===== config.mk =====
export PLATFORM = sky130hd
export DESIGN_NAME = url_form_field_extract
export DESIGN_NICKNAME = d
export VERILOG_FILES = /design/src/hdl/url_ffx_pkg.sv /design/src/hdl/url_ffx_decode.sv /design/src/hdl/url_ffx_outq.sv /design/src/hdl/url_form_field_extract.sv
export VERILOG_INCLUDE_DIRS = /design/src /design/src/hdl
export SDC_FILE = /design/constraint.sdc
export NUM_CORES = 1
export LEC_CHECK = 0
export BUFFER_PORTS_ARGS = -buffer_cell sky130_fd_sc_hd__buf_2
export CORE_AREA = 2 2 168 170
export DETAILED_ROUTE_END_ITERATION = 10
export DIE_AREA = 0 0 170 172
export PLACE_DENSITY_LB_ADDON = 0.15
export REMOVE_ABC_BUFFERS = 1
export SLEW_MARGIN = 20
export SYNTH_ARGS = -nofsm -noshare
export SYNTH_HDL_FRONTEND = slang
export SYNTH_SLANG_ARGS = --single-unit

===== constraint.sdc =====
create_clock -name clk -period 8.82 [get_ports clk]
set_clock_uncertainty 0.05 [all_clocks]
set_input_delay 0 -clock clk [delete_from_list [all_inputs] [get_ports clk]]
set_output_delay 0 -clock clk [all_outputs]
set_load 0.01 [all_outputs]

===== src/hdl/url_form_field_extract_defines.svh =====
// assertion macros shared by the block
`ifndef URL_FORM_FIELD_EXTRACT_DEFINES_SVH
`define URL_FORM_FIELD_EXTRACT_DEFINES_SVH

`ifndef ASSERT_OFF
`define FFX_ASSERT_IMP(lbl, ante, cons, msg) \
  lbl: assert property (@(posedge clk) disable iff (!rst_n) (ante) |-> (cons)) else $error(msg);
`define FFX_ASSERT_NEXT(lbl, ante, cons, msg) \
  lbl: assert property (@(posedge clk) disable iff (!rst_n) (ante) |=> (cons)) else $error(msg);
`else
`define FFX_ASSERT_IMP(lbl, ante, cons, msg)
`define FFX_ASSERT_NEXT(lbl, ante, cons, msg)
`endif

`endif


===== src/hdl/url_ffx_pkg.sv =====
package url_ffx_pkg;

  localparam int MAX_NAME_BYTES   = 16;
  localparam int MAX_CAPACITY_DEF = 256;
  localparam logic [8:0] CAP_RESET = 9'd64;

  localparam logic [7:0] CH_PLUS  = 8'h2B;
  localparam logic [7:0] CH_PCT   = 8'h25;
  localparam logic [7:0] CH_AMP   = 8'h26;
  localparam logic [7:0] CH_EQ    = 8'h3D;
  localparam logic [7:0] CH_SPACE = 8'h20;

  typedef enum logic [2:0] {
    PH_KEY,
    PH_SKIP,
    PH_VALUE,
    PH_HEX1,
    PH_HEX2,
    PH_DONE
  } phase_t;

  typedef enum logic [1:0] {
    ST_FOUND     = 2'd0,
    ST_NOT_FOUND = 2'd1,
    ST_BAD       = 2'd2
  } status_t;

  typedef enum logic [1:0] {
    REG_NAME_LOW  = 2'd0,
    REG_NAME_HIGH = 2'd1,
    REG_NAME_LEN  = 2'd2,
    REG_CAPACITY  = 2'd3
  } reg_idx_t;

  typedef struct packed {
    logic [127:0] name;
    logic [4:0]   key_len;
    logic [8:0]   capacity;
  } cfg_t;

  // results made by one body item: an optional value byte, then an optional status
  typedef struct packed {
    logic    has_val;
    logic [7:0] val_byte;
    logic    has_stat;
    status_t status;
    logic [7:0] vlen;
  } rec_t;

  // bit 4 set when the character is a hex digit, low nibble its value
  function automatic logic [4:0] hex_decode(input logic [7:0] c);
    logic [4:0] r;
    r = 5'd0;
    if (c inside {[8'h30:8'h39]}) begin
      r = {1'b1, 4'(c - 8'h30)};
    end else if (c inside {[8'h61:8'h66]}) begin
      r = {1'b1, 4'(c - 8'h57)};
    end else if (c inside {[8'h41:8'h46]}) begin
      r = {1'b1, 4'(c - 8'h37)};
    end
    return r;
  endfunction

endpackage


===== src/hdl/url_ffx_decode.sv =====
module url_ffx_decode
  import url_ffx_pkg::*;
#(
  parameter int MAX_CAPACITY = MAX_CAPACITY_DEF
) (
  input  logic       clk,
  input  logic       rst_n,
  input  logic       in_accept,
  input  logic [7:0] in_byte,
  input  logic       in_has,
  input  logic       in_last,
  input  cfg_t       cfg,
  output logic       rec_v,
  output rec_t       rec
);

  localparam int WC_W   = $clog2(MAX_CAPACITY);
  localparam int CAP_WB = $clog2(MAX_CAPACITY + 1);
  localparam int CAP_W  = (CAP_WB > 9) ? CAP_WB : 9;

  phase_t          phase_r, phase_nxt, ph_b;
  logic [4:0]      kp_r, kp_nxt;
  logic            km_r, km_nxt;
  logic [3:0]      hn_r, hn_nxt;
  logic [WC_W-1:0] wc_r, wc_nxt, wc_b;
  status_t         oc_r, oc_nxt, oc_b;

  logic [CAP_W-1:0] cap_ext, cap_now;
  logic [4:0]       hex;
  logic [7:0]       name_chr;
  logic             room, val_ok;
  status_t          stat;

  assign cap_ext = CAP_W'(cfg.capacity);
  assign cap_now = (cap_ext > CAP_W'(MAX_CAPACITY)) ? CAP_W'(MAX_CAPACITY) : cap_ext;
  assign room    = ((CAP_W + 1)'(wc_r) + (CAP_W + 1)'(1)) < (CAP_W + 1)'(cap_now);
  assign hex     = hex_decode(in_byte);
  assign name_chr = cfg.name[{kp_r[3:0], 3'b000} +: 8];

  // byte step, then the end-of-body clear
  always_comb begin
    ph_b   = phase_r;
    kp_nxt = kp_r;
    km_nxt = km_r;
    hn_nxt = hn_r;
    wc_b   = wc_r;
    oc_b   = oc_r;
    if (in_has) begin
      case (phase_r)
        PH_KEY: begin
          if (in_byte == CH_AMP) begin
            kp_nxt = 5'd0;
            km_nxt = 1'b0;
          end else if (in_byte == CH_EQ) begin
            if (!km_r && kp_r == cfg.key_len && cfg.key_len <= 5'(MAX_NAME_BYTES)) begin
              ph_b = PH_VALUE;
            end else begin
              ph_b = PH_SKIP;
            end
          end else if (km_r || kp_r >= cfg.key_len || kp_r >= 5'(MAX_NAME_BYTES) ||
                       name_chr != in_byte) begin
            km_nxt = 1'b1;
          end else begin
            kp_nxt = kp_r + 5'd1;
          end
        end
        PH_SKIP: begin
          if (in_byte == CH_AMP) begin
            ph_b   = PH_KEY;
            kp_nxt = 5'd0;
            km_nxt = 1'b0;
          end
        end
        PH_VALUE: begin
          if (in_byte == CH_AMP) begin
            oc_b = ST_FOUND;
            ph_b = PH_DONE;
          end else if (in_byte == CH_PCT) begin
            ph_b = PH_HEX1;
          end else if (room) begin
            wc_b = wc_r + WC_W'(1);
          end else begin
            oc_b = ST_BAD;
            ph_b = PH_DONE;
          end
        end
        PH_HEX1: begin
          if (!hex[4]) begin
            oc_b = ST_BAD;
            ph_b = PH_DONE;
          end else begin
            hn_nxt = hex[3:0];
            ph_b   = PH_HEX2;
          end
        end
        PH_HEX2: begin
          if (hex[4] && room) begin
            wc_b = wc_r + WC_W'(1);
            ph_b = PH_VALUE;
          end else begin
            oc_b = ST_BAD;
            ph_b = PH_DONE;
          end
        end
        default: begin
        end
      endcase
    end
    phase_nxt = ph_b;
    wc_nxt    = wc_b;
    oc_nxt    = oc_b;
    if (in_last) begin
      phase_nxt = PH_KEY;
      kp_nxt    = 5'd0;
      km_nxt    = 1'b0;
      hn_nxt    = 4'd0;
      wc_nxt    = '0;
      oc_nxt    = ST_NOT_FOUND;
    end
  end

  // results of this item
  always_comb begin
    val_ok = in_has && room &&
             ((phase_r == PH_VALUE && in_byte != CH_AMP && in_byte != CH_PCT) ||
              (phase_r == PH_HEX2 && hex[4]));
    case (ph_b)
      PH_DONE:           stat = oc_b;
      PH_VALUE:          stat = ST_FOUND;
      PH_HEX1, PH_HEX2:  stat = ST_BAD;
      default:           stat = ST_NOT_FOUND;
    endcase
    if (cap_now == '0) begin
      stat = ST_BAD;
    end
    rec.has_val  = val_ok;
    rec.val_byte = (phase_r == PH_HEX2) ? {hn_r, hex[3:0]} :
                   ((in_byte == CH_PLUS) ? CH_SPACE : in_byte);
    rec.has_stat = in_last;
    rec.status   = stat;
    rec.vlen     = (stat == ST_FOUND) ? 8'(wc_b) : 8'd0;
    rec_v        = in_accept && (val_ok || in_last);
  end

  always_ff @(posedge clk) begin
    if (!rst_n) begin
      phase_r <= PH_KEY;
      kp_r    <= 5'd0;
      km_r    <= 1'b0;
      hn_r    <= 4'd0;
      wc_r    <= '0;
      oc_r    <= ST_NOT_FOUND;
    end else if (in_accept) begin
      phase_r <= phase_nxt;
      kp_r    <= kp_nxt;
      km_r    <= km_nxt;
      hn_r    <= hn_nxt;
      wc_r    <= wc_nxt;
      oc_r    <= oc_nxt;
    end
  end

endmodule


===== src/hdl/url_ffx_outq.sv =====
module url_ffx_outq
  import url_ffx_pkg::*;
(
  input  logic clk,
  input  logic rst_n,
  input  logic push,
  input  rec_t push_rec,
  input  logic pop_ready,
  output logic head_valid,
  output rec_t head,
  output logic full
);

  // two record slots; the head sends its value byte first, then its status
  logic v0_r, v0_nxt, v1_r, v1_nxt;
  rec_t s0_r, s0_nxt, s1_r, s1_nxt;
  logic take, head_done;

  assign head_valid = v0_r;
  assign head       = s0_r;
  assign full       = v1_r;
  assign take       = v0_r && pop_ready;
  assign head_done  = take && (!s0_r.has_val || !s0_r.has_stat);

  always_comb begin
    v0_nxt = v0_r;
    v1_nxt = v1_r;
    s0_nxt = s0_r;
    s1_nxt = s1_r;
    if (head_done) begin
      v0_nxt = v1_r;
      s0_nxt = s1_r;
      v1_nxt = 1'b0;
      if (push && !v1_r) begin
        v0_nxt = 1'b1;
        s0_nxt = push_rec;
      end
    end else begin
      if (take) begin
        s0_nxt.has_val = 1'b0;
      end
      if (push) begin
        if (v0_r) begin
          v1_nxt = 1'b1;
          s1_nxt = push_rec;
        end else begin
          v0_nxt = 1'b1;
          s0_nxt = push_rec;
        end
      end
    end
  end

  always_ff @(posedge clk) begin
    if (!rst_n) begin
      v0_r <= 1'b0;
      v1_r <= 1'b0;
    end else begin
      v0_r <= v0_nxt;
      v1_r <= v1_nxt;
    end
  end

  always_ff @(posedge clk) begin
    s0_r <= s0_nxt;
    s1_r <= s1_nxt;
  end

endmodule


===== src/hdl/url_form_field_extract.sv =====
// URL-encoded form field extractor.
// in_*: one body byte per request; in_tuser flags a valid byte (0 for a byteless
// request, such as the end marker of an empty body), in_tlast marks the final request of the body.
// out_*: result stream; out_tuser 0 is a decoded value byte, 1 the status that
// closes the body (also flagged by out_tlast). A bad status means every value
// byte sent for this body is to be thrown away.
// cfg_*: register writes, always ready; write only while the block is idle.
// Latency: with the queue empty, results of a request are presented the cycle
// after it is taken.
// Throughput: one request per cycle while out_tready is high and each makes at
// most one result; a request that makes both a value byte and a status holds
// the result port for both transfers, so the two-slot result queue sets the rate.
// Reset clears the parse state and the queue and loads the register defaults
// (capacity 64, empty name). When out_tready is low the queue holds its
// results; in_tready drops once both slots are occupied.
`include "url_form_field_extract_defines.svh"

module url_form_field_extract
  import url_ffx_pkg::*;
#(
  parameter int MAX_CAPACITY = MAX_CAPACITY_DEF
) (
  input  logic        clk,
  input  logic        rst_n,
  input  logic        in_tvalid,
  output logic        in_tready,
  input  logic [7:0]  in_tdata,   // body_byte
  input  logic        in_tuser,   // has_byte
  input  logic        in_tlast,   // body_last
  output logic        out_tvalid,
  input  logic        out_tready,
  output logic [23:0] out_tdata,  // value_byte, status, value_length, zero fill
  output logic        out_tuser,  // item_kind
  output logic        out_tlast,  // result_last
  input  logic        cfg_valid,
  output logic        cfg_ready,
  input  reg_idx_t    cfg_index,
  input  logic [63:0] cfg_data
);

  logic [63:0] name_lo_r, name_hi_r;
  logic [4:0]  key_len_r;
  logic [8:0]  cap_r;
  cfg_t        cfg;
  logic        in_accept, rec_v, q_full, head_valid;
  rec_t        rec, head;

  assign cfg_ready = 1'b1;
  assign cfg.name     = {name_hi_r, name_lo_r};
  assign cfg.key_len  = key_len_r;
  assign cfg.capacity = cap_r;

  always_ff @(posedge clk) begin
    if (!rst_n) begin
      name_lo_r  <= 64'd0;
      name_hi_r  <= 64'd0;
      key_len_r  <= 5'd0;
      cap_r      <= CAP_RESET;
    end else if (cfg_valid && cfg_ready) begin
      case (cfg_index)
        REG_NAME_LOW:  name_lo_r  <= cfg_data;
        REG_NAME_HIGH: name_hi_r  <= cfg_data;
        REG_NAME_LEN:  key_len_r  <= cfg_data[4:0];
        REG_CAPACITY:  cap_r      <= cfg_data[8:0];
        default: begin
        end
      endcase
    end
  end

  assign in_tready = !q_full;
  assign in_accept = in_tvalid && in_tready;

  url_ffx_decode #(
    .MAX_CAPACITY(MAX_CAPACITY)
  ) u_decode (
    .clk      (clk),
    .rst_n    (rst_n),
    .in_accept(in_accept),
    .in_byte  (in_tdata),
    .in_has   (in_tuser),
    .in_last  (in_tlast),
    .cfg      (cfg),
    .rec_v    (rec_v),
    .rec      (rec)
  );

  url_ffx_outq u_outq (
    .clk       (clk),
    .rst_n     (rst_n),
    .push      (rec_v),
    .push_rec  (rec),
    .pop_ready (out_tready),
    .head_valid(head_valid),
    .head      (head),
    .full      (q_full)
  );

  assign out_tvalid = head_valid;
  assign out_tuser  = !head.has_val;
  assign out_tlast  = !head.has_val;
  assign out_tdata  = head.has_val ? {6'd0, 8'd0, ST_FOUND, head.val_byte}
                                   : {6'd0, head.vlen, head.status, 8'd0};

  `FFX_ASSERT_IMP(a_full_has_head, !in_tready, out_tvalid, "queue full without a head result")
  `FFX_ASSERT_NEXT(a_last_gives_status, in_tvalid && in_tready && in_tlast, out_tvalid, "no status")
  `FFX_ASSERT_IMP(a_status_code, out_tvalid && out_tuser, out_tdata[9:8] != 2'b11, "status code")

endmodule


==> reports/metrics.yaml <==
fin_hold_ws_ps: 26.1
finalCoreUtilization: 0.475
max-slew-margin-rel: 0.392
internal_power_mw: 1.73
synth_top_cells_by_area: "sky130_fd_sc_hd__dfxtp_1 31%, sky130_fd_sc_hd__nand2_1 12%, sky130_fd_sc_hd__edfxtp_1 11%, sky130_fd_sc_hd__a21boi_0 10%, sky130_fd_sc_hd__mux4_1 3.9%"
area.growth.synth_to_final_pct: 20.4
die_width_um: 170
cell_area_after_synthesis_sq_mm: 0.0108
rows: 61
number_of_hold_violations_in_the_final_report: 0
io_pins: 110
cts_max_path_buffers: 3
synth_seq_cells: 207
slowest_delay_ps: 550
status: "finished, final reports clean"
async_reset_ff_frac: 0
most_instantiated_flip_flop_cell_in_the_synthesis_netlist: "sky130_fd_sc_hd__dfxtp_1"
core_sq_mm: 0.0275
commonest_cells_post_synth: "339 x sky130_fd_sc_hd__nand2_1, 168 x sky130_fd_sc_hd__dfxtp_1, 146 x sky130_fd_sc_hd__a21boi_0, 57 x sky130_fd_sc_hd__clkbuf_1, 39 x sky130_fd_sc_hd__edfxtp_1"
timing.critical_path.fanout_max: 16
netlist_instances: 1207
worst_skew_pair.late_latency_ps: 520
crit_chain: "and3_1 > and3_1 > and3_1 > xor2_1 > ha_1 > a21o_1 > a21o_1 > a211oi_2 > a21boi_0 > o32ai_2 > or2_1 > a2bb2oi_2 > o31ai_1"
setup.worst_path.class: "reg -> reg"
power.share.switching: 0.236
cp_top_family: "compound AO/OA/AOI/OAI gates"
fin_cells: 1704
yosysUniqueCellTypes: 90
yosysWarnings: 0
dp.cells: 1583
pwr-share-comb: 0.098
avgRoutedWirePerCell_um: 16.1
numCtsBuffers: 25
finalCritPeriodShare: 0.499
power.net_switching_uw: 533
first_global_vias: 8633
vdd_drop_max_mv: 0.112
crit_path_start_kind: "register"
start_util: 0.394
clk_root_buffer_cell: "sky130_fd_sc_hd__clkbuf_16"
maximum_number_of_pins_on_one_net_before_global_route_repair: 96
fmaxAchievable_mhz: 227
remaining_drc_errors: 0
dp_hpwl_mm: 17.9
tightestPinTransition_ps: 909
clock_tree_from_tritoncts: "yes"
htree_levels: 1
finalWeightedCongestion: 0.858
synth.avg_cell_area_sq_um: 8.98
worst_ep_required_time_ps: 9000
synthMostInstantiatedCell: "sky130_fd_sc_hd__nand2_1"
port_buffers: 102
route.vias.total: 8769
maxCapViolCount: 0
postCtsSetupRepairBufs: 0
min_path_type: "in -> reg"
fraction_of_layout_instances_using_a_drive_strength_above_1: 0.148
slowest_stage: "sky130_fd_sc_hd__a2bb2oi_2"
crit_buf_inv: 0
final.setup.tns_ps: 0
final-max-slew-violation-count: 0
yosysSeqAreaShare: 0.418
power.leakage_nw: 4.92
power_mw: 2.26
tritoncts_num_sinks: 207
yosysTopAreaCell: "sky130_fd_sc_hd__dfxtp_1"
viasPerCell: 5.15
grt_antenna_before_repair: 0
fraction_of_post_synthesis_cell_area_in_the_top_cell_type_by_area: 0.310
num_antenna_cells: 0
critical_path_arrival_ps: 4580
final.min_clock_period_ps: 4400
worst_setup_path_end_kind: "register"
power_density_mw_per_mm2: 173
setup_viol: 0
global_route.overflow_total: 0
grt_util_all_layers: 0.189
drt_pre_antenna_iters: 5
crit_path_frequent_cell: "sky130_fd_sc_hd__and3_1"
clk_pin_slew_ps: 50
ant_nets: 0
totalWireLength_mm: 27.4
grt_first_pass_wirelength_mm: 44.9
design.final.nets: 1440
synth_edf_count: 39
detailedRoute.firstIterationViolations: 442
fp.dieH_um: 172
share_seq_of_total_power: 0.450
clock_network_fraction_of_total_power: 0.452
design.die.area_sq_mm: 0.0292
rsz0062_at_grt: "no"
## kinds of logic (layout without fill, tap and decap cells)
logic type | Yosys count | in the layout | synth area share
and+or+nand+nor | 511 | 511 | 0.213
AOI/OAI and AO/OA | 285 | 285 | 0.196
DFF | 207 | 207 | 0.418
buffers and inverters | 105 | 251 | 0.0458
muxes | 55 | 55 | 0.0855
xor gates and xnor gates | 23 | 23 | 0.0186
adders and majority gates | 19 | 19 | 0.0219
other | 2 | 7 | 0.000693
## worst paths after layout
kind	start	end	slack (ps)	depth (start not counted)
worst max-delay path	u_decode.wc_r[0]	u_outq.head[1]	4420	13
worst min-delay path	cfg_valid	cap_r[6]	30	4
worst min register to register	name_hi_r[10]	name_hi_r[10]	410	2
worst max register to register	u_decode.wc_r[0]	u_outq.head[1]	4420	13
## power groups by stage
stage               sequential (mW)  combinational [mW]  clock (mW)
floorplan                      1.03               0.114           0
global placement               1.03               0.195           0
detailed placement             1.04               0.197           0
CTS                            1.02               0.223        1.05
global route                   1.02               0.248        1.09
finish                         1.02               0.222        1.02
## cells in the final DEF (no fill, tap or decap), drive strengths merged, types with 10 or more instances in the layout
cell and n:
nand2 339, dfxtp 168, a21boi 147, buf 112
dlygate4sd3 76, clkbuf 42, edfxtp 39, nor2 39
o21ai 30, nor2b 24, mux4 24, ha 19
a21oi 18, mux2i 18, inv 17, and2 17
xor2 13, mux2 13, nand3 13, or3 11
nand2b 11, o31ai 11, xnor2 10, o22ai 10
## stage by stage
step | cell area, sq um | setup WS (ps)
5_1_grt | 13000 | 4050
3_3_place_gp | 11500 | 4520
6_report | 13000 | 4420
2_1_floorplan | 10400 | 4780
3_5_place_dp | 11500 | 4420
4_1_cts | 13000 | 4400
## worst min-delay path: stages
cell	delay, ps
sky130_fd_sc_hd__buf_2	130
sky130_fd_sc_hd__nand3_1	270
sky130_fd_sc_hd__nand2_1	90
sky130_fd_sc_hd__nand3_1	70
## timing repair
item                                   4_1_cts  5_1_grt
hold buffers                                76        0
endpoints found under the hold margin      159        0
resized for setup                            0        0
## final cells by class
| class | instances | area [sq um] |
|---|---|---|
| Inverter | 18 | 67.6 |
| Clock buffer | 42 | 783 |
| Sequential cell | 207 | 4530 |
| Multi-Input combinational cell | 900 | 5840 |
| Fill cell | 2673 | 14400 |
| Timing Repair Buffer | 188 | 1350 |
| Clock inverter | 3 | 40.0 |
| Tap cell | 346 | 433 |
## layer usage
metal,up-vias,part of all wire,global-route usage
met5,-,0,0
met2,162,0.47,0.331
met4,0,0.013,0.0375
met1,4101,0.48,0.253
met3,27,0.036,0.0224
li1,4479,-,-
## registers in the layout, summed over array words and instances (netlist names)
signal / flops
name_hi_r: 64
name_lo_r: 64
u_outq.head: 20
u_outq.s1_r: 20
cap_r: 9
u_decode.wc_r: 8
key_len_r: 5
u_decode.kp_r: 5
u_decode.hn_r: 4
u_decode.phase_r: 3
u_decode.oc_r: 2
u_decode.km_r: 1
u_outq.full: 1
u_outq.head_valid: 1
(Power assumes the default switching activity.)
